[src/rtl/mlf_pkg.sv]
// Shared constants, codes and types for the median/low-pass line filter.
// No dependencies; design files use scoped names, the bench imports it.
package mlf_pkg;

    localparam int SMP_W    = 16;
    localparam int LEN_W    = 13;
    localparam int MAX_LINE = 4096;
    localparam int MIN_LINE = 4;
    localparam int POS_W    = $clog2(MAX_LINE);

    // configuration port
    localparam int CFG_AW = 2;
    localparam int CFG_DW = LEN_W;
    localparam logic [CFG_AW-1:0] REG_MEDIAN  = 2'd0;
    localparam logic [CFG_AW-1:0] REG_LOWPASS = 2'd1;
    localparam logic [CFG_AW-1:0] REG_LENGTH  = 2'd2;

    // position class of a median value within its line
    localparam int CLS_W = 3;
    localparam logic [CLS_W-1:0] CLS_MID    = 3'd0;
    localparam logic [CLS_W-1:0] CLS_FIRST  = 3'd1;
    localparam logic [CLS_W-1:0] CLS_SECOND = 3'd2;
    localparam logic [CLS_W-1:0] CLS_PEN    = 3'd3;
    localparam logic [CLS_W-1:0] CLS_LAST   = 3'd4;

    // divisor selection for the back end
    localparam int DIV_W = 2;
    localparam logic [DIV_W-1:0] DIV_ONE   = 2'd0;
    localparam logic [DIV_W-1:0] DIV_SIX   = 2'd1;
    localparam logic [DIV_W-1:0] DIV_EIGHT = 2'd2;
    localparam logic [DIV_W-1:0] DIV_NINE  = 2'd3;

    // weighted sum: at most 9 * 65535 + 4
    localparam int SUM_W     = 20;
    localparam int REC_W     = 22;
    localparam int REC_SHIFT = 24;
    localparam logic [REC_W-1:0] REC_SIX  = 22'd2796203;  // ceil(2^24 / 6)
    localparam logic [REC_W-1:0] REC_NINE = 22'd1864136;  // ceil(2^24 / 9)
    localparam int PROD_W    = SUM_W + REC_W;

    // queue between front and back
    localparam int Q_DEPTH = 4;
    localparam int Q_AW    = $clog2(Q_DEPTH);
    localparam int Q_CW    = $clog2(Q_DEPTH + 1);

    typedef struct packed {
        logic [SMP_W-1:0] m;
        logic [CLS_W-1:0] cls;
    } t_ent;

    typedef struct packed {
        logic             median_en;
        logic             lowpass_en;
        logic [POS_W-1:0] last_pos;
    } t_cfg;

endpackage

[src/rtl/mlf_in_if.sv]
// Sample channel: valid/ready handshake carrying one raw sample.
// Depends on mlf_pkg for the sample width.
interface mlf_in_if;
    logic                     valid;
    logic                     ready;
    logic [mlf_pkg::SMP_W-1:0] sample;

    modport source (output valid, output sample, input ready);
    modport sink   (input valid, input sample, output ready);
endinterface

[src/rtl/mlf_out_if.sv]
// Result channel: valid/ready handshake carrying one filtered value.
// Depends on mlf_pkg for the value width.
interface mlf_out_if;
    logic                     valid;
    logic                     ready;
    logic [mlf_pkg::SMP_W-1:0] value;
    logic                     end_of_line;

    modport source (output valid, output value, output end_of_line, input ready);
    modport sink   (input valid, input value, input end_of_line, output ready);
endinterface

[src/rtl/mlf_front.sv]
// Front end: accepts samples, tracks line position, forms the median stream.
// Depends on mlf_pkg and mlf_in_if; writes at most one entry per cycle to mlf_queue.
module mlf_front (
    input  logic                i_clk,
    input  logic                i_rst_n,
    input  logic                i_clr,
    input  mlf_pkg::t_cfg       i_cfg,
    mlf_in_if.sink              i_smp,
    input  logic                i_space,
    output logic                o_wr,
    output mlf_pkg::t_ent       o_wr_ent
);

    function automatic logic [mlf_pkg::SMP_W-1:0] med3(
        input logic [mlf_pkg::SMP_W-1:0] a,
        input logic [mlf_pkg::SMP_W-1:0] b,
        input logic [mlf_pkg::SMP_W-1:0] c
    );
        if (a < b) begin
            if (b < c) return b;
            return (a < c) ? c : a;
        end
        if (a < c) return a;
        return (b < c) ? c : b;
    endfunction

    logic [mlf_pkg::POS_W-1:0] r_pos, n_pos;
    logic                      r_tail_vld, n_tail_vld;
    logic [mlf_pkg::SMP_W-1:0] r_tail;
    logic [mlf_pkg::SMP_W-1:0] r_raw0;
    logic [mlf_pkg::SMP_W-1:0] r_raw1;

    logic                      need_wr;
    logic                      is_last;
    logic                      acc;
    logic [mlf_pkg::SMP_W-1:0] med_val;
    logic [mlf_pkg::CLS_W-1:0] med_cls;

    assign need_wr = (r_pos != '0);
    assign is_last = (r_pos == i_cfg.last_pos);

    // the first sample of a line writes nothing, which leaves room for a pending tail
    assign i_smp.ready = !need_wr || (i_space && !r_tail_vld);
    assign acc         = i_smp.valid && i_smp.ready;

    always_comb begin
        if (!i_cfg.median_en || (r_pos == mlf_pkg::POS_W'(1))) begin
            med_val = r_raw0;
        end else begin
            med_val = med3(r_raw1, r_raw0, i_smp.sample);
        end
        if (r_pos == mlf_pkg::POS_W'(1)) begin
            med_cls = mlf_pkg::CLS_FIRST;
        end else if (r_pos == mlf_pkg::POS_W'(2)) begin
            med_cls = mlf_pkg::CLS_SECOND;
        end else if (is_last) begin
            med_cls = mlf_pkg::CLS_PEN;
        end else begin
            med_cls = mlf_pkg::CLS_MID;
        end
    end

    always_comb begin
        o_wr         = 1'b0;
        o_wr_ent.m   = med_val;
        o_wr_ent.cls = med_cls;
        if (r_tail_vld) begin
            o_wr         = i_space;
            o_wr_ent.m   = r_tail;
            o_wr_ent.cls = mlf_pkg::CLS_LAST;
        end else if (acc && need_wr) begin
            o_wr = 1'b1;
        end
    end

    always_comb begin
        n_pos      = r_pos;
        n_tail_vld = r_tail_vld;
        if (r_tail_vld && i_space) begin
            n_tail_vld = 1'b0;
        end
        if (acc) begin
            if (is_last) begin
                n_pos      = '0;
                n_tail_vld = 1'b1;
            end else begin
                n_pos = r_pos + mlf_pkg::POS_W'(1);
            end
        end
    end

    always_ff @(posedge i_clk) begin
        if (!i_rst_n || i_clr) begin
            r_pos      <= '0;
            r_tail_vld <= 1'b0;
        end else begin
            r_pos      <= n_pos;
            r_tail_vld <= n_tail_vld;
        end
    end

    always_ff @(posedge i_clk) begin
        if (acc) begin
            if (is_last) begin
                r_tail <= i_smp.sample;
            end else begin
                r_raw1 <= r_raw0;
                r_raw0 <= i_smp.sample;
            end
        end
    end

endmodule

[src/rtl/mlf_queue.sv]
// Short register queue of median entries between the front and back ends.
// Depends on mlf_pkg for the entry type and depth.
module mlf_queue (
    input  logic          i_clk,
    input  logic          i_rst_n,
    input  logic          i_clr,
    input  logic          i_wr,
    input  mlf_pkg::t_ent i_wr_ent,
    output logic          o_space,
    output logic          o_rd_valid,
    output mlf_pkg::t_ent o_rd_ent,
    input  logic          i_rd
);

    mlf_pkg::t_ent            r_mem [mlf_pkg::Q_DEPTH];
    logic [mlf_pkg::Q_AW-1:0] r_wr_ptr;
    logic [mlf_pkg::Q_AW-1:0] r_rd_ptr;
    logic [mlf_pkg::Q_CW-1:0] r_cnt, n_cnt;

    function automatic logic [mlf_pkg::Q_AW-1:0] ptr_inc(input logic [mlf_pkg::Q_AW-1:0] p);
        if (p == mlf_pkg::Q_AW'(mlf_pkg::Q_DEPTH - 1)) return '0;
        return p + mlf_pkg::Q_AW'(1);
    endfunction

    assign o_space    = (r_cnt != mlf_pkg::Q_CW'(mlf_pkg::Q_DEPTH));
    assign o_rd_valid = (r_cnt != '0);
    assign o_rd_ent   = r_mem[r_rd_ptr];

    always_comb begin
        n_cnt = r_cnt;
        if (i_wr && !i_rd) begin
            n_cnt = r_cnt + mlf_pkg::Q_CW'(1);
        end else if (!i_wr && i_rd) begin
            n_cnt = r_cnt - mlf_pkg::Q_CW'(1);
        end
    end

    always_ff @(posedge i_clk) begin
        if (!i_rst_n || i_clr) begin
            r_wr_ptr <= '0;
            r_rd_ptr <= '0;
            r_cnt    <= '0;
        end else begin
            if (i_wr) r_wr_ptr <= ptr_inc(r_wr_ptr);
            if (i_rd) r_rd_ptr <= ptr_inc(r_rd_ptr);
            r_cnt <= n_cnt;
        end
    end

    always_ff @(posedge i_clk) begin
        if (i_wr) begin
            r_mem[r_wr_ptr] <= i_wr_ent;
        end
    end

`ifndef SYNTHESIS
    a_no_overflow: assert property (@(posedge i_clk) disable iff (!i_rst_n)
        i_wr |-> (o_space || i_rd))
        else $error("queue written while full");

    a_cnt_bound: assert property (@(posedge i_clk) disable iff (!i_rst_n)
        r_cnt <= mlf_pkg::Q_CW'(mlf_pkg::Q_DEPTH))
        else $error("queue count beyond depth");
`endif

endmodule

[src/rtl/mlf_back.sv]
// Back end: five-value median window, weighted sum, reciprocal divide, output register.
// Depends on mlf_pkg and mlf_out_if; pops entries from mlf_queue.
module mlf_back (
    input  logic          i_clk,
    input  logic          i_rst_n,
    input  logic          i_clr,
    input  mlf_pkg::t_cfg i_cfg,
    input  logic          i_q_valid,
    input  mlf_pkg::t_ent i_q_ent,
    output logic          o_q_pop,
    mlf_out_if.source     o_res
);

    // window: index 0 newest; index 1 is the value whose result is formed at the shift
    logic [mlf_pkg::SMP_W-1:0] r_win [4];
    logic                      r_tvld [2];
    logic [mlf_pkg::CLS_W-1:0] r_tcls [2];
    logic [1:0]                r_flush, n_flush;

    // sum stage
    logic                      r_s_vld;
    logic [mlf_pkg::SUM_W-1:0] r_s_sum;
    logic [mlf_pkg::DIV_W-1:0] r_s_div;
    logic                      r_s_eol;

    // output register
    logic                      r_o_vld;
    logic [mlf_pkg::SMP_W-1:0] r_o_val;
    logic                      r_o_eol;

    logic                      shift_req, shift, emit_vld;
    logic                      o_adv, s_to_o, s_free;
    logic [mlf_pkg::SMP_W-1:0] new_val;
    logic [mlf_pkg::CLS_W-1:0] emit_cls;
    logic [mlf_pkg::SUM_W-1:0] t0, t1, t2, t3, t4;
    logic [mlf_pkg::SUM_W-1:0] sum;
    logic [mlf_pkg::DIV_W-1:0] div;
    logic [mlf_pkg::REC_W-1:0] rec;
    logic [mlf_pkg::PROD_W-1:0] prod;
    logic [mlf_pkg::SMP_W-1:0] quo;

    assign o_adv  = !r_o_vld || o_res.ready;
    assign s_to_o = r_s_vld && o_adv;
    assign s_free = !r_s_vld || s_to_o;

    // keep shifting after the end of a line until its last two results are formed
    assign shift_req = i_q_valid || (r_flush != 2'd0);
    assign emit_vld  = r_tvld[1];
    assign emit_cls  = r_tcls[1];
    assign shift     = shift_req && (!emit_vld || s_free);
    assign o_q_pop   = shift && i_q_valid;
    assign new_val   = i_q_valid ? i_q_ent.m : '0;

    // taps: the incoming value and the four stored values before the shift
    assign t0 = mlf_pkg::SUM_W'(new_val);
    assign t1 = mlf_pkg::SUM_W'(r_win[0]);
    assign t2 = mlf_pkg::SUM_W'(r_win[1]);
    assign t3 = mlf_pkg::SUM_W'(r_win[2]);
    assign t4 = mlf_pkg::SUM_W'(r_win[3]);

    always_comb begin
        if (!i_cfg.lowpass_en) begin
            sum = t2;
            div = mlf_pkg::DIV_ONE;
        end else begin
            case (emit_cls)
                mlf_pkg::CLS_FIRST: begin
                    sum = (t2 << 1) + t2 + (t1 << 1) + t0 + mlf_pkg::SUM_W'(3);
                    div = mlf_pkg::DIV_SIX;
                end
                mlf_pkg::CLS_SECOND: begin
                    sum = (t3 << 1) + (t2 << 1) + t2 + (t1 << 1) + t0 + mlf_pkg::SUM_W'(4);
                    div = mlf_pkg::DIV_EIGHT;
                end
                mlf_pkg::CLS_PEN: begin
                    sum = t4 + (t3 << 1) + (t2 << 1) + t2 + (t1 << 1) + mlf_pkg::SUM_W'(4);
                    div = mlf_pkg::DIV_EIGHT;
                end
                mlf_pkg::CLS_LAST: begin
                    sum = t4 + (t3 << 1) + (t2 << 1) + t2 + mlf_pkg::SUM_W'(3);
                    div = mlf_pkg::DIV_SIX;
                end
                default: begin
                    sum = t4 + (t3 << 1) + (t2 << 1) + t2 + (t1 << 1) + t0
                          + mlf_pkg::SUM_W'(4);
                    div = mlf_pkg::DIV_NINE;
                end
            endcase
        end
    end

    always_comb begin
        n_flush = r_flush;
        if (shift) begin
            if (i_q_valid && (i_q_ent.cls == mlf_pkg::CLS_LAST)) begin
                n_flush = 2'd2;
            end else if (r_flush != 2'd0) begin
                n_flush = r_flush - 2'd1;
            end
        end
    end

    // divide by six or nine through a reciprocal multiply, by eight through a shift
    assign rec  = (r_s_div == mlf_pkg::DIV_SIX) ? mlf_pkg::REC_SIX : mlf_pkg::REC_NINE;
    assign prod = mlf_pkg::PROD_W'(r_s_sum) * mlf_pkg::PROD_W'(rec);

    always_comb begin
        case (r_s_div)
            mlf_pkg::DIV_ONE:   quo = r_s_sum[mlf_pkg::SMP_W-1:0];
            mlf_pkg::DIV_EIGHT: quo = r_s_sum[3 +: mlf_pkg::SMP_W];
            default:            quo = prod[mlf_pkg::REC_SHIFT +: mlf_pkg::SMP_W];
        endcase
    end

    always_ff @(posedge i_clk) begin
        if (!i_rst_n || i_clr) begin
            r_tvld[0] <= 1'b0;
            r_tvld[1] <= 1'b0;
            r_flush   <= 2'd0;
        end else begin
            if (shift) begin
                r_tvld[0] <= i_q_valid;
                r_tvld[1] <= r_tvld[0];
            end
            r_flush <= n_flush;
        end
    end

    always_ff @(posedge i_clk) begin
        if (!i_rst_n) begin
            r_s_vld <= 1'b0;
            r_o_vld <= 1'b0;
        end else begin
            if (shift && emit_vld) begin
                r_s_vld <= 1'b1;
            end else if (s_to_o) begin
                r_s_vld <= 1'b0;
            end
            if (s_to_o) begin
                r_o_vld <= 1'b1;
            end else if (o_res.ready) begin
                r_o_vld <= 1'b0;
            end
        end
    end

    always_ff @(posedge i_clk) begin
        if (shift) begin
            r_win[0]  <= new_val;
            r_win[1]  <= r_win[0];
            r_win[2]  <= r_win[1];
            r_win[3]  <= r_win[2];
            r_tcls[0] <= i_q_ent.cls;
            r_tcls[1] <= r_tcls[0];
        end
        if (shift && emit_vld) begin
            r_s_sum <= sum;
            r_s_div <= div;
            r_s_eol <= (emit_cls == mlf_pkg::CLS_LAST);
        end
        if (s_to_o) begin
            r_o_val <= quo;
            r_o_eol <= r_s_eol;
        end
    end

    assign o_res.valid       = r_o_vld;
    assign o_res.value       = r_o_val;
    assign o_res.end_of_line = r_o_eol;

`ifndef SYNTHESIS
    a_pop_valid: assert property (@(posedge i_clk) disable iff (!i_rst_n)
        o_q_pop |-> i_q_valid)
        else $error("queue popped while empty");

    a_flush_bound: assert property (@(posedge i_clk) disable iff (!i_rst_n)
        r_flush <= 2'd2)
        else $error("flush count beyond two");

    a_sum_kept: assert property (@(posedge i_clk) disable iff (!i_rst_n || i_clr)
        (r_s_vld && !s_to_o) |=> (r_s_vld && $stable(r_s_sum)))
        else $error("sum stage lost a result while stalled");
`endif

endmodule

[src/rtl/median3_lowpass5_line_filter_top.sv]
// Line filter: optional 3-point median, then optional 1-2-3-2-1 smoothing per line.
// Throughput: one sample accepted and one result given per cycle while no side stalls.
// Result z becomes due once sample z+3 is taken, then passes the queue, the window,
// sum stage and output register; a line's last sample releases its final four results.
// Reset (synchronous, active low) clears positions, queue and valids, and restores
// the registers to median off, smoothing off, line length 4096; no clearing pass.
module median3_lowpass5_line_filter_top (
    input  logic                       i_clk,
    input  logic                       i_rst_n,
    input  logic                       i_cfg_we,
    input  logic [mlf_pkg::CFG_AW-1:0] i_cfg_addr,
    input  logic [mlf_pkg::CFG_DW-1:0] i_cfg_wdata,
    mlf_in_if.sink                     i_smp,
    mlf_out_if.source                  o_res
);

    // Configuration registers. The line length is saturated to MIN_LINE..MAX_LINE
    // at write time and kept as the index of the last sample in a line.
    logic                      r_median_en;
    logic                      r_lowpass_en;
    logic [mlf_pkg::POS_W-1:0] r_last_pos, n_last_pos;
    logic [31:0]               w_len;
    mlf_pkg::t_cfg             cfg;

    // front to queue, queue to back
    logic          q_wr, q_space, q_valid, q_pop;
    mlf_pkg::t_ent q_wr_ent, q_rd_ent;

    assign w_len = 32'(i_cfg_wdata);

    always_comb begin
        if (w_len < 32'(mlf_pkg::MIN_LINE)) begin
            n_last_pos = mlf_pkg::POS_W'(mlf_pkg::MIN_LINE - 1);
        end else if (w_len > 32'(mlf_pkg::MAX_LINE)) begin
            n_last_pos = mlf_pkg::POS_W'(mlf_pkg::MAX_LINE - 1);
        end else begin
            n_last_pos = mlf_pkg::POS_W'(w_len - 32'd1);
        end
    end

    always_ff @(posedge i_clk) begin
        if (!i_rst_n) begin
            r_median_en  <= 1'b0;
            r_lowpass_en <= 1'b0;
            r_last_pos   <= mlf_pkg::POS_W'(mlf_pkg::MAX_LINE - 1);
        end else if (i_cfg_we) begin
            case (i_cfg_addr)
                mlf_pkg::REG_MEDIAN:  r_median_en  <= i_cfg_wdata[0];
                mlf_pkg::REG_LOWPASS: r_lowpass_en <= i_cfg_wdata[0];
                mlf_pkg::REG_LENGTH:  r_last_pos   <= n_last_pos;
                default: ;
            endcase
        end
    end

    assign cfg.median_en  = r_median_en;
    assign cfg.lowpass_en = r_lowpass_en;
    assign cfg.last_pos   = r_last_pos;

    // Any register write, to any index, abandons the line in progress: drop the
    // position, the pending tail and the window tags.
    mlf_front u_front (
        .i_clk    (i_clk),
        .i_rst_n  (i_rst_n),
        .i_clr    (i_cfg_we),
        .i_cfg    (cfg),
        .i_smp    (i_smp),
        .i_space  (q_space),
        .o_wr     (q_wr),
        .o_wr_ent (q_wr_ent)
    );

    // The queue absorbs the start-of-line gap and the end-of-line flush so the
    // front and the back stall independently.
    mlf_queue u_queue (
        .i_clk      (i_clk),
        .i_rst_n    (i_rst_n),
        .i_clr      (i_cfg_we),
        .i_wr       (q_wr),
        .i_wr_ent   (q_wr_ent),
        .o_space    (q_space),
        .o_rd_valid (q_valid),
        .o_rd_ent   (q_rd_ent),
        .i_rd       (q_pop)
    );

    // The back end forms at most one result per window shift: two median values behind
    // the newest, with zero fill after the end of a line when no input waits.
    mlf_back u_back (
        .i_clk     (i_clk),
        .i_rst_n   (i_rst_n),
        .i_clr     (i_cfg_we),
        .i_cfg     (cfg),
        .i_q_valid (q_valid),
        .i_q_ent   (q_rd_ent),
        .o_q_pop   (q_pop),
        .o_res     (o_res)
    );

endmodule

[src/flat_wrapper.sv]
// flat-port wrapper written by rule: the top's interface ports become plain ports
module median3_lowpass5_line_filter_top_flat 
  (i_clk, i_rst_n, i_cfg_we, i_cfg_addr, i_cfg_wdata, i_smp_valid, i_smp_sample, i_smp_ready, o_res_valid, o_res_value, o_res_end_of_line, o_res_ready);
  mlf_in_if i_smp_i ();
  mlf_out_if o_res_i ();
  input  logic i_clk;
  input  logic i_rst_n;
  input  logic i_cfg_we;
  input  logic [mlf_pkg::CFG_AW-1:0] i_cfg_addr;
  input  logic [mlf_pkg::CFG_DW-1:0] i_cfg_wdata;
  input wire logic [$bits(i_smp_i.valid)-1:0] i_smp_valid;
  input wire logic [$bits(i_smp_i.sample)-1:0] i_smp_sample;
  output wire logic [$bits(i_smp_i.ready)-1:0] i_smp_ready;
  output wire logic [$bits(o_res_i.valid)-1:0] o_res_valid;
  output wire logic [$bits(o_res_i.value)-1:0] o_res_value;
  output wire logic [$bits(o_res_i.end_of_line)-1:0] o_res_end_of_line;
  input wire logic [$bits(o_res_i.ready)-1:0] o_res_ready;
  assign i_smp_i.valid = i_smp_valid;
  assign i_smp_i.sample = i_smp_sample;
  assign i_smp_ready = i_smp_i.ready;
  assign o_res_valid = o_res_i.valid;
  assign o_res_value = o_res_i.value;
  assign o_res_end_of_line = o_res_i.end_of_line;
  assign o_res_i.ready = o_res_ready;
  median3_lowpass5_line_filter_top u_core (.i_clk(i_clk), .i_rst_n(i_rst_n), .i_cfg_we(i_cfg_we), .i_cfg_addr(i_cfg_addr), .i_cfg_wdata(i_cfg_wdata), .i_smp(i_smp_i), .o_res(o_res_i));
endmodule
[config.mk]
export PLATFORM = sky130hd
export DESIGN_NAME = median3_lowpass5_line_filter_top_flat
export DESIGN_NICKNAME = d
export VERILOG_FILES = /design/src/rtl/mlf_pkg.sv /design/src/rtl/mlf_in_if.sv /design/src/rtl/mlf_out_if.sv /design/src/rtl/mlf_front.sv /design/src/rtl/mlf_queue.sv /design/src/rtl/mlf_back.sv /design/src/rtl/median3_lowpass5_line_filter_top.sv /design/src/flat_wrapper.sv
export SDC_FILE = /design/constraint.sdc
export NUM_CORES = 1
export LEC_CHECK = 0
export BUFFER_PORTS_ARGS = -buffer_cell sky130_fd_sc_hd__buf_2
export CORE_MARGIN = 2
export CORE_UTILIZATION = 25
export DETAILED_ROUTE_END_ITERATION = 8
export PLACE_DENSITY = 0.48
export SLEW_MARGIN = 20
export SYNTH_ARGS = -nofsm -noshare
export SYNTH_HDL_FRONTEND = slang
export SYNTH_SLANG_ARGS = --single-unit
[constraint.sdc]
create_clock -name i_clk -period 6.9 [get_ports i_clk]
set_input_delay 1.38 -clock i_clk [delete_from_list [all_inputs] [get_ports i_clk]]
set_output_delay 1.38 -clock i_clk [all_outputs]
set_load 0.005 [all_outputs]
# Word level (Yosys, flattened, before mapping)
# Memory sizes are Yosys's and may differ from the RTL's. A register that Yosys moved wholly into a read port is not among the register bits.
# Index checks and enable logic that the tools add are counted.
# op_classes
add_sub_neg	24
n_mul	1
magnitude_cmp	5
eq_ne	15
mux	65
n_bitwise	3
reduce_logical	44
# op_table
cell	n
two-way mux 16 bit	11
case mux 20 bit (4 select lines)	1
adder 20 x 3 -> 20 bit (second input constant)	3
less-than comparator 16 bit	3
adder 19 x 16 -> 20 bit	2
adder 20 x 16 -> 20 bit	2
adder 20 x 2 -> 20 bit (second input constant)	2
multiplier 20 x 22 -> 40 bit	1
adder 18 x 17 -> 19 bit	2
two-way mux 12 bit	3
two-way mux 1 bit	33
case mux 16 bit (2 select lines)	1
two-way mux 2 bit	11
two-way mux 22 bit	1
adder 19 x 17 -> 20 bit	1
adder 20 x 17 -> 20 bit	1
adder 18 x 16 -> 19 bit	1
two-way mux 19 bit	1
adder 16 x 17 -> 18 bit	1
adder 17 x 16 -> 18 bit	1
adder 17 x 17 -> 18 bit	1
greater-than comparator 13 bit (second input constant)	1
less-than comparator 13 x 3 -> 1 bit (second input constant)	1
adder 12 x 1 -> 12 bit (second input constant)	1
27 further kinds	71
# totals
reg_bits	126
ramBits	148
out_inout_bits	19
memories	4
# memory_table
memory	words	width	rd	rd_clocked_by_memory_dff	wr	line	source
u_core.u_queue.r_mem	4	19	1	1	1	mlf_queue.sv:15	mlf_pkg::t_ent r_mem [mlf_pkg::Q_DEPTH];
u_core.u_back.r_win	4	16	4	0	4	mlf_back.sv:15	logic [mlf_pkg::SMP_W-1:0] r_win [4];
u_core.u_back.r_tcls	2	3	2	0	2	mlf_back.sv:17	logic [mlf_pkg::CLS_W-1:0] r_tcls [2];
u_core.u_back.r_tvld	2	1	2	0	2	mlf_back.sv:16	logic r_tvld [2];

# Logic depth before layout (Yosys ltp)
# Gate-level depths: netlist (run 1).
# logic_depth
depth_word	12
mapped_depth	29
ltp_nobuf	28

# Cells and area by module
# Synthesis (run 1) repeated with hierarchy kept, for this count alone.
# hier_totals
hier_cells	2905
hier_area_um2	29848.6
# modules_own_cells
mod	n_inst	cells_each	area_each_um2
mlf_back	1	2171	21215.3
mlf_front	1	495	4568.1
mlf_queue	1	145	3233.1
median3_lowpass5_line_filter_top	1	94	832.0

# Least setup slack after synthesis (run 1)
# No wires, ideal clock.
# synth_timing
path_kind	reg2reg
start	reg u_core.u_back.r_s_div[1] in the netlist's numbering
end	reg u_core.u_back.r_o_val, in the netlist u_core.u_back.o_res.value[13], data pin
arrival_ns	7.084
t_required_ns	6.644
path_slack_ns	-0.440
path_stages_with_launch	27
cell_sequence	edfxtp_1 -> buf_2 -> nand2b_1 -> clkbuf_1 -> and2_1 -> or2_2 -> ha_1 -> inv_1 -> fa_1 -> fa_1 -> fa_1 -> inv_1 -> fa_1 -> fa_1 -> inv_1 -> fa_1 -> inv_1 -> ha_1 -> nand3_1 -> nor2_1 -> a2111oi_0 -> a31oi_1 -> o21ai_2 -> a211oi_2 -> o31a_1 -> or3_1 -> a31o_2
# synth_between
elab_chain_len	4
# synth_lines
item	line	source
from (decl)	mlf_back.sv:23	logic [mlf_pkg::DIV_W-1:0] r_s_div;
from (signal assigned)	mlf_back.sv:158	r_s_div <= div;
== test 2 x 1 -> 1 bit	mlf_back.sv:104	assign rec = (r_s_div == mlf_pkg::DIV_SIX) ? mlf_pkg::REC_SIX : mlf_pkg::REC_NINE;
two-way mux 22 bit	mlf_back.sv:104	
multiplier 20 x 22 -> 40 bit	mlf_back.sv:105	assign prod = mlf_pkg::PROD_W'(r_s_sum) * mlf_pkg::PROD_W'(rec);
case mux 16 bit (2 select lines) (*)	mlf_back.sv:108	case (r_s_div)
named net u_core.u_back.quo, one bit	mlf_back.sv:40	logic [mlf_pkg::SMP_W-1:0] quo;
to (signal assigned)	mlf_back.sv:162	r_o_val <= quo;
to (decl)	mlf_back.sv:28	logic [mlf_pkg::SMP_W-1:0] r_o_val;
# Mark *: on every way through the listed nets, which the timed path passes. The rest lies on a longest branch.
# A chain may end at the register's enable or synchronous reset.

# Final worst setup path (run 1)
# Ends and elaborated chain as after synthesis.

==> flow_metrics.env, run 1 <==
export IMPL_crit_arrival_ns=7.23
export IMPL_cts_buffer_depth=3
export IMPL_rsz0062_at_grt="yes"
export IMPL_fmax_ghz=0.1447
export IMPL_yosys_cell_types_count=94
export IMPL_worst_slew_pin_slew_ns=1.131
export IMPL_fin_crit_ns=6.911
export IMPL_place_gp_congestion=0.8599
export IMPL_grt_pass1_vias=21997
export IMPL_cts_root_buf="clkbuf_16"
export IMPL_grt_first_pass_wirelength_mm=127.8
export IMPL_synth_async_reset_ratio_pct=0
export IMPL_fin_hold_ws_ns=0.3851
export IMPL_ys_seq_area_share_pct=27.22
export IMPL_viasPerCell=4.536
export IMPL_postCtsHoldBufs=0
export IMPL_syn_area_per_cell_um2=10.41
export IMPL_insertion_delay_ns=0.59
export IMPL_routed_wl_mm=82.16
export IMPL_slew_headroom_pct=24.34
export IMPL_vias=21138
export IMPL_grt_ovfl_total=0
export IMPL_crit_type="register to register"
export IMPL_crit_slowest_cell="fa_1"
export IMPL_grt_usage_pct=13.98
export IMPL_path_cells="buf_6, nor2b_4, nor2_2, buf_4, fa_1, inv_1, fa_1, fa_2, inv_1, fa_1, fa_2, fa_1, fa_1, ha_2, a2111oi_2, a31oi_1, buf_4, o21ai_4, a211oi_4, o31a_1, or3_1, a31o_2"
export IMPL_drc=0
export IMPL_max_cap_violations=0
export IMPL_cp_start_kind="register"
export IMPL_grt_max_degree=46
export IMPL_synth_edff_count=236
export IMPL_initial_utilization_pct=25.28
export IMPL_ys_flop_type="edfxtp_1"
export IMPL_drive_above_1_share_pct=18.96
export IMPL_fin_ws_ns=-0.01105
export IMPL_cp_top_family="adder cells"
export IMPL_hold_class="register to register"
export IMPL_clk_pin_slew_ns=0.06
export IMPL_clock_sinks=276
export IMPL_io_pins=55
export IMPL_hold_viol=0
export IMPL_final_net_count=3811
export IMPL_wl_per_cell_um=17.63
export IMPL_cpPeakStageDelay_ns=0.58
export IMPL_fillerInstances=11959
export IMPL_io_buffer_count=54
export IMPL_final_cell_mix="457 x inv_1, 323 x ha_1, 291 x fa_1"
export IMPL_fin_skew_ns=0.04135
export IMPL_n_antenna_cell=0
export IMPL_numCtsBuffers=36
export IMPL_drt_first_pass_iters=7
export IMPL_cts_tree="yes"
export IMPL_yosysWarnings=0
export IMPL_path_buf_inv=5
export IMPL_postSynthCellCount=2785
export IMPL_fin_crit_sh_pct=100.2
export IMPL_place_hpwl_mm=67.40
export IMPL_drt_iter0_drc=1071
export IMPL_coreArea_um2=114700
export IMPL_antenna_found_initial=3
export IMPL_worstSetupEndpointType="register"
export IMPL_fp_dieArea_um2=118700
export IMPL_synth_seq_cells=276
export IMPL_final_common_cell="inv_1"
export IMPL_antenna_left=0
export IMPL_die_x_um=344.5
export IMPL_setup_viol=2
export IMPL_worstPathRequired_ns=7.22
export IMPL_status="complete, but fails checks"
export IMPL_num_rows=124
export IMPL_cp_max_fo=5
export IMPL_synth_area_um2=28980
export IMPL_cp_common_cell="fa_1"
export IMPL_violations="setup timing"
export IMPL_htree_levels=2
export IMPL_die_y_um=344.5
export IMPL_syn2layout_area_growth_pct=20.87
export IMPL_drv_slew=0
-- logic make-up after synthesis --
| kind of cell | share of synthesized area (%) |
|---|---|
| multiplexers | 1.982 |
| flip-flops | 27.22 |
| adder cells (fa/ha/maj) | 36.22 |
| other | 0.02591 |
| AO/OA/AOI/OAI | 13.01 |
| buffers and inverters | 7.128 |
| XOR/XNOR | 4.214 |
| AND/OR/NAND/NOR | 10.20 |
-- worst paths after layout --
path                               from                       endpoint  slack, ns  cells after the start
max            u_core.u_back.r_s_div[1]  u_core.u_back.o_res.value[13]      -0.01                     22
min reg2reg  u_core.u_back.r_tcls[0][0]     u_core.u_back.r_tcls[0][3]       0.39                      0
max reg2reg    u_core.u_back.r_s_div[1]  u_core.u_back.o_res.value[13]      -0.01                     22
min          u_core.u_back.r_tcls[0][0]     u_core.u_back.r_tcls[0][3]       0.39                      0
-- through the flow --
stage,TNS (ns),cell area [µm²],setup WS (ns),instances,util (%)
6_report,-0.01461,35030,-0.01105,4660,30.55
4_1_cts,-0.04655,34640,-0.04655,4647,30.21
3_3_place_gp,-2.438,33110,-0.2751,4571,28.88
3_5_place_dp,-3.695,33110,-0.3771,4571,28.88
5_1_grt,-2.595,35030,-0.3107,4660,30.55
2_1_floorplan,0,29190,0.01528,2802,-
-- per-layer routing --
metal  global-route usage [%]  vias to the layer above  wire length (µm)
li1                         -                    10279                 -
met1                    18.82                    10375             37890
met2                    23.42                      383             38800
met3                    2.127                       99              3494
met4                    3.514                        2              1961
met5                        0                        -                13
-- cell usage after synthesis (all sizes together), types with 7 or more instances --
master	number	share of area (%)
a211o	11	0.33
a211oi	23	0.66
a21o	63	1.6
a21oi	149	2.6
a221oi	14	0.44
a22oi	23	0.60
a31o	8	0.24
a31oi	24	0.52
and2	39	0.84
and3	15	0.32
buf	14	0.23
clkbuf	50	0.65
dfxtp	40	2.8
edfxtp	236	24
fa	310	21
ha	343	15
inv	482	6.2
mux2i	18	0.62
mux4	16	1.2
nand2	141	1.8
nand2b	32	0.69
nand3	45	0.79
nand3b	7	0.18
nand4	17	0.39
nor2	111	1.4
nor2b	44	0.98
nor3	41	0.73
nor4	13	0.35
o211ai	11	0.28
o21a	21	0.54
o21ai	109	1.9
o21bai	7	0.18
o221ai	25	0.76
o22ai	14	0.30
or2	16	0.35
or3	20	0.43
or4	9	0.23
xnor2	81	2.5
xor2	55	1.7
-- cell type report --
cell class / count / area (µm²) / area share, %
clock inverters: 19 / 176.4 / 0.5036
flip-flops and latches: 276 / 7888 / 22.52
well taps: 1512 / 1892 / 5.401
multi-input cells: 1981 / 19800 / 56.52
clock buffers: 45 / 965.9 / 2.758
repair buffers: 345 / 2501 / 7.140
inverters: 482 / 1809 / 5.165
-- timing repair --
item	CTS	global route
gates resized for setup	73	68
hold endpoints to repair	0	0
setup buffers	11	13
cloned	1	0
setup endpoints to repair	16	21
pin swaps	52	49
-- state kept, by name (all words and copies together), names as in the netlist, 2 cells and up, named ones only --
signal / count
u_core.u_queue.r_mem: 76
u_core.u_back.r_win: 64
u_core.u_back.r_s_sum: 20
u_core.u_back.o_res.value: 16
u_core.u_front.r_raw0: 16
u_core.u_front.r_raw1: 16
u_core.u_front.r_tail: 16
u_core.r_last_pos: 12
u_core.u_front.r_pos: 12
u_core.u_back.r_tcls: 6
u_core.u_queue.r_cnt: 3
u_core.u_back.r_flush: 2
u_core.u_back.r_s_div: 2
u_core.u_back.r_tvld: 2
u_core.u_queue.r_rd_ptr: 2
u_core.u_queue.r_wr_ptr: 2
Power of run 1 is left out: the tool's default activity adds up to more than one toggle a clock period on the data nets, which glitch-free logic cannot reach.
==> inputs of run 2 (changes only) <==
--- a/config.mk
+++ b/config.mk
@@ -7,9 +7,9 @@
 export LEC_CHECK = 0
 export BUFFER_PORTS_ARGS = -buffer_cell sky130_fd_sc_hd__buf_2
 export CORE_MARGIN = 2
-export CORE_UTILIZATION = 25
+export CORE_UTILIZATION = 59
 export DETAILED_ROUTE_END_ITERATION = 8
-export PLACE_DENSITY = 0.48
+export PLACE_DENSITY = 0.87
 export SLEW_MARGIN = 20
 export SYNTH_ARGS = -nofsm -noshare
 export SYNTH_HDL_FRONTEND = slang
==> run 2 against run 1 <==
- the run still ends with setup timing left
- critical path depth rose by 8
- via count rose by 9.1%
- hold slack improved by 0.044 ns
- core utilization rose by 38 points
- die area fell by 57%
- setup slack got worse by 0.16 ns
- register-to-register slack got worse by 0.16 ns
- flip-flop and latch count did not move
- critical endpoint is now u_core.u_back.o_res.value[7]
- critical path type unchanged
- clock skew fell by 0.019 ns
- global-route usage rose by 19 points
- non-clock buffer count fell by 33
==> flow_metrics.env, run 2 (synthesis gave the netlist of run 1 again) <==
export IMPL_final_util_pct=69.01
export IMPL_crit_arrival_ns=7.44
export IMPL_largest_register_ffs=76
export IMPL_drv_slew=0
export IMPL_clock_sinks=276
export IMPL_setup_viol=12
export IMPL_cts_buffer_depth=3
export IMPL_drt_first_pass_iters=6
export IMPL_rsz0062_at_grt="yes"
export IMPL_fmax_ghz=0.1413
export IMPL_grt_pass1_vias=24200
export IMPL_max_cap_violations=0
export IMPL_initial_utilization_pct=59.45
export IMPL_cts_tree="yes"
export IMPL_fp_dieArea_um2=50910
export IMPL_die_x_um=225.6
export IMPL_hold_class="register to register"
export IMPL_cts_root_buf="clkbuf_16"
export IMPL_numCtsBuffers=34
export IMPL_crit_slowest_cell="fa_2"
export IMPL_fillerInstances=3395
export IMPL_multi_input_area_um2=19770
export IMPL_final_cell_mix="458 x inv_1, 323 x ha_1, 298 x fa_1"
export IMPL_r2r_start="u_core.u_back.r_s_div[1]"
export IMPL_final_area_um2=33640
export IMPL_final_net_count=3775
export IMPL_fin_ws_ns=-0.1752
export IMPL_final_common_cell="inv_1"
export IMPL_fin_crit_sh_pct=102.5
export IMPL_final_setup_tns_ns=-1.278
export IMPL_coreArea_um2=48750
export IMPL_grt_first_pass_wirelength_mm=128.9
export IMPL_fin_crit_ns=7.075
export IMPL_hold_viol=0
export IMPL_grt_usage_pct=32.90
export IMPL_drc=0
export IMPL_ff_latch_area_um2=7888
export IMPL_grt_ovfl_total=0
export IMPL_grt_max_degree=42
export IMPL_drive_above_1_share_pct=18.03
export IMPL_place_area_um2=31610
export IMPL_regMostFlops="u_core.u_queue.r_mem"
export IMPL_rr_worst_depth=30
export IMPL_r2r_end="u_core.u_back.o_res.value[7]"
export IMPL_worst_slew_pin_slew_ns=1.179
export IMPL_cp_max_fo=6
export IMPL_crit_type="register to register"
export IMPL_place_gp_congestion=1.010
export IMPL_fin_skew_ns=0.02205
export IMPL_vias=23067
export IMPL_holdPathEnd="u_core.u_back.r_tcls[0][3]"
export IMPL_cpPeakStageDelay_ns=0.55
export IMPL_routed_wl_mm=82.39
export IMPL_antenna_left=0
export IMPL_n_antenna_cell=0
export IMPL_place_hpwl_mm=64.64
export IMPL_violations="setup timing"
export IMPL_biggestRegsByFlops="u_core.u_queue.r_mem x76, u_core.u_back.r_win x64, u_core.u_back.r_s_sum x20"
export IMPL_syn2layout_area_growth_pct=16.08
export IMPL_hold_depth=0
export IMPL_ff2ff_setup_slack_ns=-0.18
export IMPL_io_buffer_count=54
export IMPL_min_from="u_core.u_back.r_tcls[0][0]"
export IMPL_status="complete, but fails checks"
export IMPL_postCtsHoldBufs=0
export IMPL_viasPerCell=6.110
export IMPL_drt_iter0_drc=2312
export IMPL_num_rows=81
export IMPL_htree_levels=2
export IMPL_worstSetupEndpointType="register"
export IMPL_die_y_um=225.6
export IMPL_insertion_delay_ns=0.57
export IMPL_clk_pin_slew_ns=0.07
export IMPL_io_pins=55
export IMPL_slew_headroom_pct=21.13
export IMPL_worstPathRequired_ns=7.26
export IMPL_antenna_found_initial=1
export IMPL_cp_start_kind="register"
export IMPL_wl_per_cell_um=21.83
==> run 2: timing repair <==
item,in CTS,in global routing
setup endpoints to repair,19,23
resized for setup,63,86
setup buffers,23,24
pin swaps,46,83
cloned,0,1
==> run 2: worst max path at each step <==
stage | from | to | slack [ns]
detailed placement | u_core.u_back.r_s_div[1] | u_core.u_back.o_res.value[13] | -0.44
global route | u_core.u_back.r_s_div[1] | u_core.u_back.o_res.value[13] | -0.42
finish | u_core.u_back.r_s_div[1] | u_core.u_back.o_res.value[7] | -0.18
CTS | u_core.u_back.r_s_div[0] | u_core.u_back.o_res.value[9] | -0.11
global placement | u_core.u_back.r_s_div[0] | u_core.u_back.o_res.value[14] | -0.22
floorplan | u_core.u_back.r_s_div[1] | u_core.u_back.o_res.value[13] | 0.02
==> run 2: final cells by class <==
type                            count  area share [%]
Sequential cell                   276           23.45
Tap cell                          664           2.470
Clock buffer                       42           2.648
Clock inverter                     19          0.5393
Multi-Input combinational cell   1980           58.77
Inverter                          482           5.378
Timing Repair Buffer              312           6.747
==> run 2: routing by layer <==
| metal | wire length [µm] | global-route usage (%) | vias up |
|---|---|---|---|
| li1 | - | - | 10206 |
| met1 | 30650 | 39.83 | 11322 |
| met2 | 41110 | 57.56 | 1222 |
| met3 | 6137 | 4.983 | 315 |
| met4 | 4476 | 16.06 | 2 |
| met5 | 13 | 0 | - |
==> run 2: per-stage QoR <==
step	std cells	hold WS (ns)	worst slack, ns
floorplan	2802	0.4003	0.01528
global placement	3667	0.4022	-0.2196
detailed placement	3667	0.4151	-0.4447
CTS	3750	0.4281	-0.1094
global route	3775	0.4356	-0.4175
finish	3775	0.4286	-0.1752
==> run 2: critical path: cells and delay by family (launching register included) <==
| family | cells | cell delay [ns] |
|---|---|---|
| fa+ha+maj | 8 | 3.48 |
| simple gates | 8 | 1.14 |
| compound gates | 5 | 1.04 |
| buf+inv | 9 | 0.82 |
| flops | 1 | 0.40 |
Power of run 2 is left out for the same reason.
